$ cat src/hw/rtl/fdrs_pkg.sv
// Shared types and constants for the recent distinct id set.
`default_nettype none

package fdrs_pkg;

  // Fixed field widths
  localparam int unsigned IdW = 32;
  localparam int unsigned CountW = 6;
  localparam int unsigned DefMaxEntries = 32;

  // Stream payload widths
  localparam int unsigned InTdataW = 32;
  localparam int unsigned OutTdataW = 80;

  // Input selector codes
  localparam logic OpOffer = 1'b0;
  localparam logic OpDump = 1'b1;

  // Result kind codes
  localparam logic KindOffer = 1'b0;
  localparam logic KindDump = 1'b1;

  // One result item
  typedef struct packed {
    logic              kind;
    logic              hit;
    logic              evicted_valid;
    logic [IdW-1:0]    evicted_id;
    logic [CountW-1:0] held_count;
    logic [IdW-1:0]    list_id;
    logic              list_empty;
    logic              last;
  } res_t;

endpackage

`default_nettype wire

$ cat src/hw/rtl/fifo_distinct_recent_set_core.sv
// Top level: stream ports, capacity register and result output register.
//
// Usage:
//  - Input stream s_axis: tuser selects the operation (0 offer, 1 dump),
//    tdata[31:0] carries the id to offer. A transfer takes place when
//    tvalid and tready are both high.
//  - Output stream m_axis: tuser is the result kind (0 offer, 1 dump),
//    tlast marks the final result of an input item, tdata the other fields.
//  - cfg_we_i/cfg_wdata_i write the capacity (0 acts as 1, values above the
//    ring depth act as the depth); write only while the block is idle.
//  - An offer scans the held ids at one ring read per cycle; on a miss at
//    full capacity the oldest id is read and evicted before the result is
//    loaded. A dump reads each id, then presents it, newest first; the next
//    item can be taken in the cycle after the last result is accepted.
//  - s_axis_tready is high only while the sequencer is idle; one item is in
//    work at a time. The output register lets the next item be taken while
//    a result still waits on m_axis.
//  - If the receiver stalls, the result holds in the output register and
//    the sequencer waits before producing the next one.
//  - Reset empties the set, sets the capacity to the ring depth and drops
//    any pending result; ring contents are not cleared.
`default_nettype none

module fifo_distinct_recent_set_core
  import fdrs_pkg::*;
#(
  parameter int unsigned MaxEntries = DefMaxEntries
) (
  input  wire logic                 clk_i,
  input  wire logic                 rst_ni,
  // Capacity register write
  input  wire logic                 cfg_we_i,
  input  wire logic [CountW-1:0]    cfg_wdata_i,
  // Input stream
  input  wire logic                 s_axis_tvalid,
  output logic                      s_axis_tready,
  input  wire logic [InTdataW-1:0]  s_axis_tdata,  // [31:0] id_value
  input  wire logic                 s_axis_tuser,  // [0] operation
  // Output stream
  output logic                      m_axis_tvalid,
  input  wire logic                 m_axis_tready,
  output logic [OutTdataW-1:0]      m_axis_tdata,  // [0] hit, [1] evicted_valid,
                                                   // [33:2] evicted_id,
                                                   // [39:34] held_count,
                                                   // [71:40] list_id,
                                                   // [72] list_empty, [79:73] zero
  output logic                      m_axis_tuser,  // [0] kind
  output logic                      m_axis_tlast
);

  logic [CountW-1:0] cap_q;
  logic [CountW-1:0] cap_eff;
  logic              res_valid;
  logic              res_ready;
  res_t              res;
  logic              out_valid_q, out_valid_d;
  res_t              out_res_q;

  // Capacity register
  always_ff @(posedge clk_i or negedge rst_ni) begin
    if (!rst_ni) begin
      cap_q <= CountW'(MaxEntries);
    end else if (cfg_we_i) begin
      cap_q <= cfg_wdata_i;
    end
  end

  // Clamp capacity to 1..depth
  always_comb begin
    if (cap_q == '0) begin
      cap_eff = CountW'(1);
    end else if (cap_q > CountW'(MaxEntries)) begin
      cap_eff = CountW'(MaxEntries);
    end else begin
      cap_eff = cap_q;
    end
  end

  fdrs_seq #(
    .MaxEntries(MaxEntries)
  ) u_seq (
    .clk_i      (clk_i),
    .rst_ni     (rst_ni),
    .cap_i      (cap_eff),
    .in_valid_i (s_axis_tvalid),
    .in_ready_o (s_axis_tready),
    .in_op_i    (s_axis_tuser),
    .in_id_i    (s_axis_tdata[IdW-1:0]),
    .res_valid_o(res_valid),
    .res_ready_i(res_ready),
    .res_o      (res)
  );

  // Output register: load when empty or being drained
  assign res_ready = !out_valid_q || m_axis_tready;

  always_comb begin
    out_valid_d = out_valid_q;
    if (res_ready) begin
      out_valid_d = res_valid;
    end
  end

  always_ff @(posedge clk_i or negedge rst_ni) begin
    if (!rst_ni) begin
      out_valid_q <= 1'b0;
    end else begin
      out_valid_q <= out_valid_d;
    end
  end

  always_ff @(posedge clk_i) begin
    if (res_ready && res_valid) begin
      out_res_q <= res;
    end
  end

  // Pack result fields onto the stream
  assign m_axis_tvalid = out_valid_q;
  assign m_axis_tuser  = out_res_q.kind;
  assign m_axis_tlast  = out_res_q.last;
  assign m_axis_tdata  = {7'b0,
                          out_res_q.list_empty,
                          out_res_q.list_id,
                          out_res_q.held_count,
                          out_res_q.evicted_id,
                          out_res_q.evicted_valid,
                          out_res_q.hit};

endmodule

`default_nettype wire

$ cat src/hw/rtl/fdrs_store.sv
// Id ring storage with registered read port and the shared id comparator.
`default_nettype none

module fdrs_store
  import fdrs_pkg::*;
#(
  parameter int unsigned MaxEntries = DefMaxEntries,
  localparam int unsigned SlotW = (MaxEntries > 1) ? $clog2(MaxEntries) : 1
) (
  input  wire logic             clk_i,
  input  wire logic             rd_en_i,
  input  wire logic [SlotW-1:0] rd_addr_i,
  input  wire logic             wr_en_i,
  input  wire logic [SlotW-1:0] wr_addr_i,
  input  wire logic [IdW-1:0]   wr_data_i,
  input  wire logic [IdW-1:0]   key_i,
  output logic      [IdW-1:0]   rd_data_o,
  output logic                  match_o
);

  logic [IdW-1:0] mem_q [MaxEntries];
  logic [IdW-1:0] rd_data_q;

  // One write and one registered read per cycle; entries hold no reset value
  always_ff @(posedge clk_i) begin
    if (wr_en_i) begin
      mem_q[wr_addr_i] <= wr_data_i;
    end
    if (rd_en_i) begin
      rd_data_q <= mem_q[rd_addr_i];
    end
  end

  assign rd_data_o = rd_data_q;

  // Shared compare of the last read entry against the offered id
  assign match_o = (rd_data_q == key_i);

endmodule

`default_nettype wire

$ cat src/hw/rtl/fdrs_seq.sv
// Sequencer: membership scan, insert/evict and newest-first dump over the id ring.
`default_nettype none

module fdrs_seq
  import fdrs_pkg::*;
#(
  parameter int unsigned MaxEntries = DefMaxEntries,
  localparam int unsigned SlotW = (MaxEntries > 1) ? $clog2(MaxEntries) : 1,
  localparam int unsigned CntW = $clog2(MaxEntries + 1)
) (
  input  wire logic              clk_i,
  input  wire logic              rst_ni,
  input  wire logic [CountW-1:0] cap_i,
  input  wire logic              in_valid_i,
  output logic                   in_ready_o,
  input  wire logic              in_op_i,
  input  wire logic [IdW-1:0]    in_id_i,
  output logic                   res_valid_o,
  input  wire logic              res_ready_i,
  output res_t                   res_o
);

  localparam int unsigned SumW = CntW + 1;

  typedef enum logic [6:0] {
    S_IDLE  = 7'b0000001,
    S_SCAN  = 7'b0000010,
    S_MISS  = 7'b0000100,
    S_EVICT = 7'b0001000,
    S_EMIT  = 7'b0010000,
    S_DRD   = 7'b0100000,
    S_DOUT  = 7'b1000000
  } state_e;

  state_e state_q, state_d;
  logic [CntW-1:0]  fill_q, fill_d;
  logic [SlotW-1:0] oldest_q, oldest_d;
  logic [CntW-1:0]  idx_q, idx_d;
  logic             cmp_q, cmp_d;
  logic             op_q, op_d;
  logic [IdW-1:0]   id_q, id_d;
  logic             hit_q, hit_d;
  logic             ev_valid_q, ev_valid_d;
  logic [IdW-1:0]   ev_id_q, ev_id_d;

  logic             rd_en;
  logic [SlotW-1:0] rd_addr;
  logic             wr_en;
  logic [SlotW-1:0] wr_addr;
  logic [IdW-1:0]   rd_data;
  logic             match;
  logic             full;

  // Ring slot of the entry at a given age (0 is oldest)
  function automatic logic [SlotW-1:0] slot_of(input logic [SlotW-1:0] oldest,
                                               input logic [CntW-1:0] age);
    logic [SumW-1:0] sum;
    sum = SumW'(oldest) + SumW'(age);
    if (sum >= SumW'(MaxEntries)) begin
      sum = sum - SumW'(MaxEntries);
    end
    return sum[SlotW-1:0];
  endfunction

  assign full = (CountW'(fill_q) >= cap_i);

  fdrs_store #(
    .MaxEntries(MaxEntries)
  ) u_store (
    .clk_i    (clk_i),
    .rd_en_i  (rd_en),
    .rd_addr_i(rd_addr),
    .wr_en_i  (wr_en),
    .wr_addr_i(wr_addr),
    .wr_data_i(id_q),
    .key_i    (id_q),
    .rd_data_o(rd_data),
    .match_o  (match)
  );

  // Next-state and datapath control
  always_comb begin
    state_d    = state_q;
    fill_d     = fill_q;
    oldest_d   = oldest_q;
    idx_d      = idx_q;
    cmp_d      = cmp_q;
    op_d       = op_q;
    id_d       = id_q;
    hit_d      = hit_q;
    ev_valid_d = ev_valid_q;
    ev_id_d    = ev_id_q;
    rd_en      = 1'b0;
    rd_addr    = oldest_q;
    wr_en      = 1'b0;
    wr_addr    = slot_of(oldest_q, fill_q);
    in_ready_o = 1'b0;
    res_valid_o = 1'b0;
    res_o      = '0;

    unique case (state_q)
      S_IDLE: begin
        in_ready_o = 1'b1;
        if (in_valid_i) begin
          op_d       = in_op_i;
          id_d       = in_id_i;
          hit_d      = 1'b0;
          ev_valid_d = 1'b0;
          ev_id_d    = '0;
          cmp_d      = 1'b0;
          if (in_op_i == OpDump) begin
            idx_d   = fill_q;
            state_d = (fill_q == '0) ? S_EMIT : S_DRD;
          end else begin
            idx_d   = '0;
            state_d = S_SCAN;
          end
        end
      end

      // One read issued and one compare done per cycle
      S_SCAN: begin
        if (cmp_q && match) begin
          hit_d   = 1'b1;
          cmp_d   = 1'b0;
          state_d = S_EMIT;
        end else if (idx_q < fill_q) begin
          rd_en   = 1'b1;
          rd_addr = slot_of(oldest_q, idx_q);
          idx_d   = idx_q + CntW'(1);
          cmp_d   = 1'b1;
        end else if (cmp_q) begin
          cmp_d = 1'b0;
        end else begin
          state_d = S_MISS;
        end
      end

      // Miss: insert directly, or fetch the oldest id first when full
      S_MISS: begin
        if (full) begin
          rd_en      = 1'b1;
          rd_addr    = oldest_q;
          ev_valid_d = 1'b1;
          state_d    = S_EVICT;
        end else begin
          wr_en   = 1'b1;
          fill_d  = fill_q + CntW'(1);
          state_d = S_EMIT;
        end
      end

      S_EVICT: begin
        ev_id_d  = rd_data;
        wr_en    = 1'b1;
        oldest_d = slot_of(oldest_q, CntW'(1));
        state_d  = S_EMIT;
      end

      // Offer result, or the single empty-dump result
      S_EMIT: begin
        res_valid_o         = 1'b1;
        res_o.kind          = (op_q == OpDump) ? KindDump : KindOffer;
        res_o.hit           = hit_q;
        res_o.evicted_valid = ev_valid_q;
        res_o.evicted_id    = ev_id_q;
        res_o.held_count    = CountW'(fill_q);
        res_o.list_empty    = (op_q == OpDump);
        res_o.last          = 1'b1;
        if (res_ready_i) begin
          state_d = S_IDLE;
        end
      end

      S_DRD: begin
        rd_en   = 1'b1;
        rd_addr = slot_of(oldest_q, idx_q - CntW'(1));
        state_d = S_DOUT;
      end

      // Dump entry, newest first
      S_DOUT: begin
        res_valid_o      = 1'b1;
        res_o.kind       = KindDump;
        res_o.held_count = CountW'(fill_q);
        res_o.list_id    = rd_data;
        res_o.last       = (idx_q == CntW'(1));
        if (res_ready_i) begin
          idx_d   = idx_q - CntW'(1);
          state_d = (idx_q == CntW'(1)) ? S_IDLE : S_DRD;
        end
      end

      default: begin
        state_d = S_IDLE;
      end
    endcase
  end

  // Control state
  always_ff @(posedge clk_i or negedge rst_ni) begin
    if (!rst_ni) begin
      state_q  <= S_IDLE;
      fill_q   <= '0;
      oldest_q <= '0;
      idx_q    <= '0;
      cmp_q    <= 1'b0;
    end else begin
      state_q  <= state_d;
      fill_q   <= fill_d;
      oldest_q <= oldest_d;
      idx_q    <= idx_d;
      cmp_q    <= cmp_d;
    end
  end

  // Item payload and result fields
  always_ff @(posedge clk_i) begin
    op_q       <= op_d;
    id_q       <= id_d;
    hit_q      <= hit_d;
    ev_valid_q <= ev_valid_d;
    ev_id_q    <= ev_id_d;
  end

`ifndef NO_ASSERTIONS
  a_fill_bound: assert property (@(posedge clk_i) disable iff (!rst_ni)
    fill_q <= CntW'(MaxEntries))
    else $error("fill count exceeds ring depth");

  a_oldest_bound: assert property (@(posedge clk_i) disable iff (!rst_ni)
    SumW'(oldest_q) < SumW'(MaxEntries))
    else $error("oldest slot outside ring");

  a_fill_monotonic: assert property (@(posedge clk_i) disable iff (!rst_ni)
    fill_q >= $past(fill_q))
    else $error("fill count decreased");

  a_evict_keeps_fill: assert property (@(posedge clk_i) disable iff (!rst_ni)
    (state_q == S_EVICT) |=> (fill_q == $past(fill_q)))
    else $error("eviction changed fill count");

  a_hit_no_evict: assert property (@(posedge clk_i) disable iff (!rst_ni)
    (res_valid_o && res_o.hit) |-> !res_o.evicted_valid)
    else $error("hit result reports an eviction");
`endif

endmodule

`default_nettype wire
$ cat config.mk
export PLATFORM = sky130hd
export DESIGN_NAME = fifo_distinct_recent_set_core
export DESIGN_NICKNAME = d
export VERILOG_FILES = /design/src/hw/rtl/fdrs_pkg.sv /design/src/hw/rtl/fifo_distinct_recent_set_core.sv /design/src/hw/rtl/fdrs_store.sv /design/src/hw/rtl/fdrs_seq.sv
export SDC_FILE = /design/constraint.sdc
export NUM_CORES = 1
export LEC_CHECK = 0
export BUFFER_PORTS_ARGS = -buffer_cell sky130_fd_sc_hd__buf_2
export CAP_MARGIN = 25
export CORE_UTILIZATION = 62
export DETAILED_ROUTE_END_ITERATION = 7
export GPL_ROUTABILITY_DRIVEN = 0
export GPL_TIMING_DRIVEN = 0
export PLACE_DENSITY = 0.79
export SLEW_MARGIN = 20
export SYNTH_ARGS = -nofsm -noshare
export SYNTH_HDL_FRONTEND = slang
export SYNTH_SLANG_ARGS = --single-unit
$ cat constraint.sdc
create_clock -name clk_i -period 7.4 [get_ports clk_i]
set_input_delay 0.74 -clock clk_i [delete_from_list [all_inputs] [get_ports clk_i]]
set_output_delay 0.74 -clock clk_i [all_outputs]
set_load 0.05 [all_outputs]
# Word-level counts from Yosys, hierarchy flattened
# Memories as Yosys holds them, arrays and structs flattened. A register that Yosys moved wholly into a read port is not among the register bits.
# Cells that the tools add are included.
totals:
  register_bits: 174
  out_inout_bits: 84
  memories: 1
  ramBits: 1024
op_classes:
  magnitude_cmp: 7
  eq_ne: 18
  muxes: 47
  n_bitwise: 1
  n_reduce_logical: 19
  addsub: 11
mem_list:
  columns: ["memory", "words", "word_bits", "rd", "rd_ports_with_merged_regs", "wr", "line", "source"]
  rows:
  - ["u_seq.u_store.mem_q", 32, 32, 1, 1, 1, "fdrs_store.sv:21", "logic [IdW-1:0] mem_q [MaxEntries];"]
ops:
  columns: ["op", "count"]
  rows:
  - ["$pmux W32 S2", 1]
  - ["$mux W6", 9]
  - ["$mux W7", 7]
  - ["$pmux W7 S7", 1]
  - ["$mux W5", 7]
  - ["$eq A32 B32 Y1", 1]
  - ["$mux W32", 1]
  - ["$add A5 B6 Y7", 3]
  - ["$ge A7 B6 Y1 const B", 3]
  - ["$sub A5 B1 Y5 const B", 4]
  - ["$pmux W6 S3", 1]
  - ["$add A6 B1 Y6 const B", 2]
  - ["$logic_not A6 Y1", 2]
  - ["$mux W1", 12]
  - ["$pmux W1 S2", 6]
  - ["$pmux W5 S2", 1]
  - ["$reduce_and A5 Y1", 2]
  - ["$ne A2 B2 Y1 const B", 4]
  - ["$reduce_and A2 Y1", 4]
  - ["$eq A7 B1 Y1 const B", 1]
  - ["$eq A7 B2 Y1 const B", 1]
  - ["$eq A7 B3 Y1 const B", 1]
  - ["$eq A7 B4 Y1 const B", 1]
  - ["$eq A7 B5 Y1 const B", 1]
  - ["other kinds (21)", 27]

# Depth between registers and ports, before layout
# Gate-level depths: netlist of the first run.
logic_depth:
  depth_word: 8
  ltp_mapped: 17
  ltp_nobuf: 14

# Modules after synthesis
# Synthesis of the first run repeated with hierarchy kept, for this count alone.
hier_totals:
  cells_unflattened: 2881
  hier_area_um2: 49044.5
modules_own_cells:
  columns: ["module", "instances", "cells_each", "seq_area_each_um2", "area_each_um2"]
  rows:
  - ["fdrs_store", 1, 2303, 31710.4, 41158.2]
  - ["fdrs_seq", 1, 469, 2638.8, 5267.6]
  - ["fifo_distinct_recent_set_core", 1, 109, 2428.6, 2618.8]

# Worst setup path before layout of the first run
# No wires, ideal clock.
synth_timing:
  path_type: "reg2reg"
  start: "register u_seq.state_q[3]"
  end: "register out_res_q (netlist bit m_axis_tdata[0]), enable pin"
  period_less_slack_ps: 5219
  stages_incl_launch_ff: 6
  t_required_ps: 6891
  setup_time_ps: 509
  slack_ps: 2181
  arrival_time_ps: 4710
  cell_sequence: "dfrtp_1 > nor3_2 > nand2_1 > nor3b_1 > nor2_1 > nor2_1"
synth_between:
  elab_chain_len: 4
  elab_cells_between_ends: 5
synth_rtl:
  columns: ["element", "line", "source"]
  rows:
  - ["from (decl)", "fdrs_seq.sv:35", "state_e state_q, state_d;"]
  - ["from (signal assigned)", "fdrs_seq.sv:209", "state_q <= state_d;"]
  - ["$eq A7 B5 Y1 or $eq A7 B7 Y1 (tied branches)", "fdrs_seq.sv:101", "unique case (state_q)"]
  - ["$reduce_or A2 Y1 (no source line) *", null, null]
  - ["$mux W1 *", "fdrs_seq.sv:101", null]
  - ["$logic_and A1 B1 Y1 *", "fifo_distinct_recent_set_core.sv:113", "if (res_ready && res_valid) begin"]
  - ["to (signal assigned)", "fifo_distinct_recent_set_core.sv:114", "out_res_q <= res;"]
  - ["to (decl)", "fifo_distinct_recent_set_core.sv:57", "res_t out_res_q;"]
# Mark *: on every way between the ends. The rest lies on a longest branch, timed or not.
# A chain may end at the register's enable or synchronous reset.

# Final worst setup path of the first run
layout_timing:
  start: "register u_seq.id_q[20]"
  end: "register u_seq.u_store.rd_data_q[0], in the netlist u_seq.u_store.rd_data_o[0] (read register of u_seq.u_store.mem_q), data pin"
layout_between:
  elab_chain_len: 4
  elab_cells_between_ends: 6
layout_rtl:
  columns: ["element", "line", "source"]
  rows:
  - ["from (decl)", "fdrs_seq.sv:41", "logic [IdW-1:0] id_q, id_d;"]
  - ["from (signal assigned)", "fdrs_seq.sv:220", "id_q <= id_d;"]
  - ["$eq A32 B32 Y1 *", "fdrs_store.sv:37", "assign match_o = (rd_data_q == key_i);"]
  - ["$logic_and A1 B1 Y1 *", "fdrs_seq.sv:123", "if (cmp_q && match) begin"]
  - ["$mux W1 or $mux W5 (tied branches)", null, null]
  - ["$pmux W1 S3 or $pmux W5 S2 (tied branches)", "fdrs_seq.sv:101", null]
  - ["to (decl)", "fdrs_store.sv:22", "logic [IdW-1:0] rd_data_q;"]
# Marked as above.

==> flow_metrics.py, run 1 <==
metrics = {
    "worst_setup_path": {
        "startpoint_type": "register",
        "crit_top_cell": "buf_2",
        "end_kind": "register",
        "path_max_fanout": 33,
        "crit_arrival_ps": 6710,
        "critPathBufInv": 3,
        "critPathTopFamily": "simple AND/OR/NAND/NOR gates",
        "crit_chain": "xor2_1, nor4_1, nand3_1, or3_1, buf_2, nor2_1, a31oi_1, o22ai_1, clkbuf_1, buf_2, mux4_2, a22oi_1, nand4_1",
        "required_ps": 7830,
        "crit_path_max_incr_delay_ps": 1000,
        "worstSetupPathType": "reg -> reg",
        "cp_slowest_cell": "edfxtp_1",
    },
    "clock_tree": {
        "clk_pin_slew_worst_paths_ps": 60,
        "clock_sinks": 1230,
        "cts_root_buffer": "clkbuf_16",
        "clk_latency_ps": 710,
        "cts_resized": 0,
        "clockBufferDepth": 3,
        "cts-buffers-inserted": 116,
        "postCtsSetupRepairBufs": 0,
        "cts_tree": "done",
        "htreeDepth": 3,
        "ctsHoldBuffers": 0,
    },
    "synth": {
        "yosys-top-cells-area": "edfxtp_1, mux4_2, a22oi_1",
        "synth.largest_area_cell": "edfxtp_1",
        "yosysSeqAreaShare_pct": 77.62,
        "yosys.cell_count.top_type": "edfxtp_1",
        "synth.top_cell.area_share_pct": 75.92,
        "syn-instance-count": 2234,
        "ys_warn_count": 0,
        "synth.avg_cell_area_um2": 21.21,
        "synth_common_cells": "edfxtp_1, mux4_2, a22oi_1, and2_1, nor2_1",
        "netlist_area_um2": 47380,
        "ys_types": 56,
        "async_flop_share_pct": 2.602,
        "ys.flop_type": "edfxtp_1",
        "synth_seq_cells": 1230,
        "synth_edf_count": 1198,
    },
    "floorplan": {
        "core_area_um2": 75820,
        "die_w_um": 278.4,
        "die-area_um2": 77530,
        "num_rows": 101,
        "die_h_um": 278.4,
        "start_util_pct": 62.49,
        "num_io_pins": 128,
    },
    "final_layout": {
        "layout.nets": 2611,
        "multiInputGateArea_um2": 10250,
        "drive_gt1_share_pct": 27.71,
        "area_growth_pct": 14.84,
        "antenna_cells": 0,
        "fillCellCount": 4098,
        "regArea_um2": 36780,
        "final_cells": 3609,
    },
    "hold_path": {
        "hold_path.class": "in -> async",
    },
    "sta": {
        "maxSlewHeadroom_pct": 21.51,
        "drv_slew": 0,
        "skew_ps": 43.80,
        "clock.fmax_mhz": 159.2,
        "worst_pin_slew_ps": 1177,
        "fin_crit_ps": 6281,
        "rsz0062_at_grt": "false",
        "finalWorstSetupSlack_ps": 1119,
        "period_share_pct": 84.88,
        "hold_violations": 0,
        "tns_ps": 0,
        "setup_viol": 0,
    },
    "grt": {
        "grt_first_pass_wirelength_um": 176100,
        "grt_max_degree": 34,
        "grt.overflow.total": 0,
        "antenna_found_initial": 4,
        "grt_pass1_vias": 25490,
        "grt_usage_pct": 32.58,
    },
    "pwr": {
        "vdd.ir_drop.worst_mv": 0.2011,
        "p_leak_nw": 17.83,
        "pwr_density_cell_nw_per_um2": 284.7,
        "finalPower_mw": 15.49,
    },
    "detailed_routing": {
        "routedWlPerCell_um": 34.52,
        "via_per_inst": 7.003,
        "wl_um": 124600,
        "first_pass_iters": 6,
        "drc": 0,
        "drt_iter0_markers": 4035,
        "antenna_left": 0,
        "vias": 25273,
    },
    "placed_design": {
        "dp.cells": 3385,
        "numPortBuffers": 119,
        "dpl_worst_slack_ps": 1214,
        "dp_hpwl_um": 76870,
    },
    "outcome": {
        "status": "completed",
    },
    "flow_run": {
        "drv_cap": 0,
    },
}
-- cells by family (layout without fill, tap and decap cells) --
group | Yosys count | after routing | share of synthesized area (%)
compound gates | 195 | 195 | 3.032
xor+xnor | 60 | 60 | 1.109
fa+ha+maj | 32 | 32 | 0.8926
buf+inv | 129 | 520 | 1.376
flops | 1230 | 1230 | 77.62
mux | 271 | 271 | 12.37
other cells | 1 | 7 | 0.007914
simple gates | 316 | 316 | 3.597
-- report_power, final --
group	total [mW]	leakage (nW)	switching, mW	internal (mW)
sequential	8.44	11.3	0.328	8.12
combinational	1.05	4.70	0.705	0.345
clock	6.00	1.84	2.57	3.43
-- state kept, by name (all words and copies together) (netlist names), 7 cells and up --
name and flops:
u_seq.id_q 32, u_seq.u_store.rd_data_o 32, u_seq.state_q 7, u_seq.u_store.mem_q 1024
m_axis_tdata 73, u_seq.ev_id_q 32
-- worst reg2reg max path: stages, from the launching register on --
cell and delay, ps:
edfxtp_1 1000, xor2_1 340, nor4_1 840, nand3_1 190
or3_1 440, buf_2 210, nor2_1 110, a31oi_1 50
o22ai_1 720, clkbuf_1 620, buf_2 510, mux4_2 400
a22oi_1 410, nand4_1 200
-- stage by stage --
| step | cell area, um^2 | util [%] | hold WS, ps |
|---|---|---|---|
| after floorplan | 47400 | - | 444.4 |
| after global placement | 49220 | 64.92 | 496.6 |
| after detailed placement | 50470 | 66.57 | 501.4 |
| after CTS | 54270 | 71.57 | 103.8 |
| after global routing | 54410 | 71.76 | 158.2 |
| final | 54410 | 71.76 | 105.0 |
-- cell usage in the layout, fill, tap and decap left out, types with 11 or more instances in the layout --
cell / netlist / routed
nor2_1: 81 / 47
a22oi_1: 129 / 129
buf_12: 0 / 41
nand2_1: 36 / 36
edfxtp_1: 1198 / 1198
and2_1: 101 / 101
a21oi_1: 17 / 17
inv_1: 15 / 14
mux2i_1: 15 / 15
xor2_1: 43 / 43
buf_4: 29 / 29
bufinv_16: 0 / 15
nand4_1: 39 / 39
mux4_2: 251 / 251
o21ai_0: 13 / 12
buf_2: 47 / 167
ha_1: 29 / 29
dfrtp_1: 30 / 30
clkbuf_1: 36 / 65
clkinv_2: 0 / 19
nand3_1: 11 / 11
nor2_4: 0 / 33
xnor2_1: 17 / 17
clkinv_1: 0 / 22
clkbuf_16: 0 / 117
-- final cells by class --
| type | instances | area share [%] |
|---|---|---|
| flip-flops and latches | 1230 | 67.59 |
| multi-input cells | 881 | 18.84 |
| clock buffers | 146 | 5.581 |
| repair buffers | 177 | 3.148 |
| well taps | 978 | 2.249 |
| clock inverters | 68 | 1.389 |
| plain buffers | 112 | 1.081 |
| inverters | 17 | 0.1219 |
-- metal layers --
metal	global-route usage, %	share of wire [%]	up-vias
met4	16.77	5.7	4
li1	-	-	9828
met3	9.906	13	418
met1	41.07	33	12842
met2	51.68	48	2181
met5	0	0.024	-
-- path summary, 6_finish.rpt --
kind | start | to | slack (ps) | cells after the start
max | u_seq.id_q[20]$_DFFE_PP_ | u_seq.u_store.rd_data_o[0]$_DFFE_PP_ | 1120 | 13
min | rst_ni | u_seq.state_q[4]$_DFFE_PN0P_ | 100 | 1
min in group clk_i | s_axis_tdata[24] | u_seq.id_q[24]$_DFFE_PP_ | 220 | 1
max reg2reg | u_seq.id_q[20]$_DFFE_PP_ | u_seq.u_store.rd_data_o[0]$_DFFE_PP_ | 1120 | 13
min reg2reg | u_seq.ev_id_q[22]$_SDFFCE_PN0P_ | m_axis_tdata[24]$_SDFFCE_PP0P_ | 520 | 1
max in group asynchronous | rst_ni | u_seq.oldest_q[4]$_DFFE_PN0P_ | 6810 | 1
No activity file was read; power rests on OpenSTA's default activity.
==> run 2, diff against run 1 <==
- clock period: 7.4 -> 6.05 ns (I/O delays scaled with it)
==> run 2 against run 1 <==
Power increased by 23%. Critical path depth unchanged. Sequential share of layout area decreased by 0.15 points. Cell count up 0.33%. Clock skew fell by 2.3 ps. Non-clock buffer count increased by 12. Wire length up 1.1%. Hold slack worse by 23 ps. Largest power group unchanged.
==> flow_metrics.py, run 2 (synthesized netlist as in run 1, its figures left out) <==
metrics = {
    "outcome": {
        "status": "completed",
    },
    "worst_setup_path": {
        "startpoint_type": "register",
        "end_kind": "register",
        "crit_arrival_ps": 6420,
        "path_max_fanout": 33,
        "critPathBufInv": 3,
        "crit_path_max_incr_delay_ps": 1010,
        "crit_chain": "xor2_1, nor4_1, nand4_1, or3_1, buf_2, nor2_1, a31oi_1, o22ai_1, clkbuf_1, buf_2, mux4_2, a22oi_1, nand4_1",
        "cp_slowest_cell": "edfxtp_1",
        "required_ps": 6480,
        "critPathTopFamily": "simple AND/OR/NAND/NOR gates",
        "worstSetupPathType": "reg -> reg",
    },
    "clock_tree": {
        "cts_root_buffer": "clkbuf_16",
        "htreeDepth": 3,
        "cts-buffers-inserted": 116,
        "cts_tree": "done",
        "clock_sinks": 1230,
        "clk_latency_ps": 710,
        "clockBufferDepth": 3,
        "clk_pin_slew_worst_paths_ps": 60,
    },
    "pwr": {
        "pwr_density_cell_nw_per_um2": 348.3,
        "pwr-share-comb_pct": 7.2,
        "p_int_mw": 14.56,
        "p_clk_share_pct": 38.7,
        "power_frac_seq_pct": 54.2,
        "vdd.ir_drop.worst_mv": 0.2443,
        "finalPower_mw": 18.99,
        "p_sw_share_pct": 23.36,
        "p_switching_mw": 4.436,
        "p_leak_nw": 17.89,
    },
    "grt": {
        "antenna_found_initial": 4,
        "grt_pass1_vias": 25522,
        "grt.overflow.total": 0,
        "grt_max_degree": 34,
        "grt_usage_pct": 32.68,
        "grt_first_pass_wirelength_um": 176500,
    },
    "detailed_routing": {
        "dr_wl_met2_um": 59950,
        "routedWlPerCell_um": 34.78,
        "drc": 0,
        "wl_um": 125900,
        "first_pass_iters": 8,
        "antenna_left": 0,
        "via_per_inst": 7.021,
        "drt-met1-wl_um": 41590,
        "vias": 25424,
        "drt_iter0_markers": 3897,
        "top_layer": "met5",
        "met3_length_um": 17210,
    },
    "sta": {
        "drv_slew": 0,
        "fin_crit_ps": 5995,
        "period_share_pct": 99.09,
        "worst_pin_slew_ps": 1160,
        "setup_viol": 0,
        "maxSlewHeadroom_pct": 22.14,
        "tns_ps": 0,
        "rsz0062_at_grt": "false",
        "skew_ps": 41.51,
        "hold_violations": 0,
        "clock.fmax_mhz": 166.8,
    },
    "flow_run": {
        "drv_cap": 0,
    },
    "placed_design": {
        "dp_hpwl_um": 76870,
        "numPortBuffers": 119,
    },
    "floorplan": {
        "die_h_um": 278.4,
        "die-area_um2": 77530,
        "num_io_pins": 128,
        "core_area_um2": 75820,
        "start_util_pct": 62.49,
        "num_rows": 101,
        "die_w_um": 278.4,
    },
    "final_layout": {
        "regMostFlops": "u_seq.u_store.mem_q",
        "drive_gt1_share_pct": 28.04,
        "layout_commonest_cell": "edfxtp_1",
        "final_util_pct": 71.92,
        "layout.nets": 2623,
        "fillCellCount": 4090,
        "area_growth_pct": 15.08,
        "antenna_cells": 0,
        "mostFrequentLayoutCells": "edfxtp_1, mux4_2, buf_2, a22oi_1, clkbuf_16",
        "largest_reg_flops": 1024,
    },
    "hold_path": {
        "hold_path.class": "in -> reg",
    },
}
run 2: changes by cell type in the layout (fill, tap and decap cells not counted), sizes merged:
cell,change
buf,+11
dlygate4sd3,+1
run 2: metal layers:
metal	up-vias	GRT usage, %
li1	9854	-
met2	2317	51.85
met4	4	16.82
met1	12820	41.17
met5	-	0
met3	429	9.914
run 2: layout make-up:
| type | instances | area, um^2 | share of cell area (%) |
|---|---|---|---|
| plain buffers | 112 | 588.1 | 1.078 |
| clock buffers | 146 | 3037 | 5.569 |
| clock inverters | 68 | 755.7 | 1.386 |
| inverters | 17 | 66.31 | 0.1216 |
| multi-input cells | 881 | 10260 | 18.81 |
| flip-flops and latches | 1230 | 36780 | 67.45 |
| well taps | 978 | 1224 | 2.244 |
| repair buffers | 189 | 1824 | 3.345 |
run 2: worst reg2reg max path, delay by kind of cell, from the launching register on:
| kind | cells | cell delay, ps |
|---|---|---|
| XOR/XNOR | 1 | 190 |
| multiplexers | 1 | 400 |
| buffers and inverters | 3 | 1340 |
| AO/OA/AOI/OAI | 3 | 1190 |
| flip-flops | 1 | 1010 |
| AND/OR/NAND/NOR | 5 | 1610 |
run 2: path summary, 6_finish.rpt:
path,start,endpoint,slack [ps],cells past startpoint
setup / recovery,u_seq.id_q[15]$_DFFE_PP_,u_seq.u_store.rd_data_o[0]$_DFFE_PP_,60,13
hold / removal,s_axis_tdata[22],u_seq.id_q[22]$_DFFE_PP_,80,1
setup reg to reg,u_seq.id_q[15]$_DFFE_PP_,u_seq.u_store.rd_data_o[0]$_DFFE_PP_,60,13
hold reg to reg,u_seq.ev_id_q[22]$_SDFFCE_PN0P_,m_axis_tdata[24]$_SDFFCE_PP0P_,510,1
max in group asynchronous,rst_ni,u_seq.oldest_q[4]$_DFFE_PN0P_,5040,2
min in group asynchronous,rst_ni,u_seq.state_q[1]$_DFFE_PN0P_,530,2
run 2: repair_timing:
action,4_1_cts,5_1_grt
endpoints found under the hold margin,30,0
setup endpoints to repair,31,10
hold buffers,1,0
setup buffers,4,8
gates resized for setup,0,1
gates cloned,0,0
run 2: stage by stage:
step           cells  cell area [um^2]  hold slack (ps)  setup slack, ps
2_1_floorplan   2240             47400            309.4            830.9
3_3_place_gp    3337             49220            496.6            -1412
3_5_place_dp    3385             50470            501.4           -136.0
4_1_cts         3604             54310            59.35            3.271
5_1_grt         3621             54530            66.88            21.41
6_report        3621             54530            81.56            55.23
run 2: power by group through the flow:
stage          combinational [mW]  sequential, mW  clock [mW]
3_5_place_dp                 1.15            10.6           0
3_3_place_gp                 1.08            10.5           0
5_1_grt                      1.44            10.3        7.67
6_report                     1.36            10.3        7.34
4_1_cts                      1.20            10.4        7.35
2_1_floorplan               0.717            10.4           0
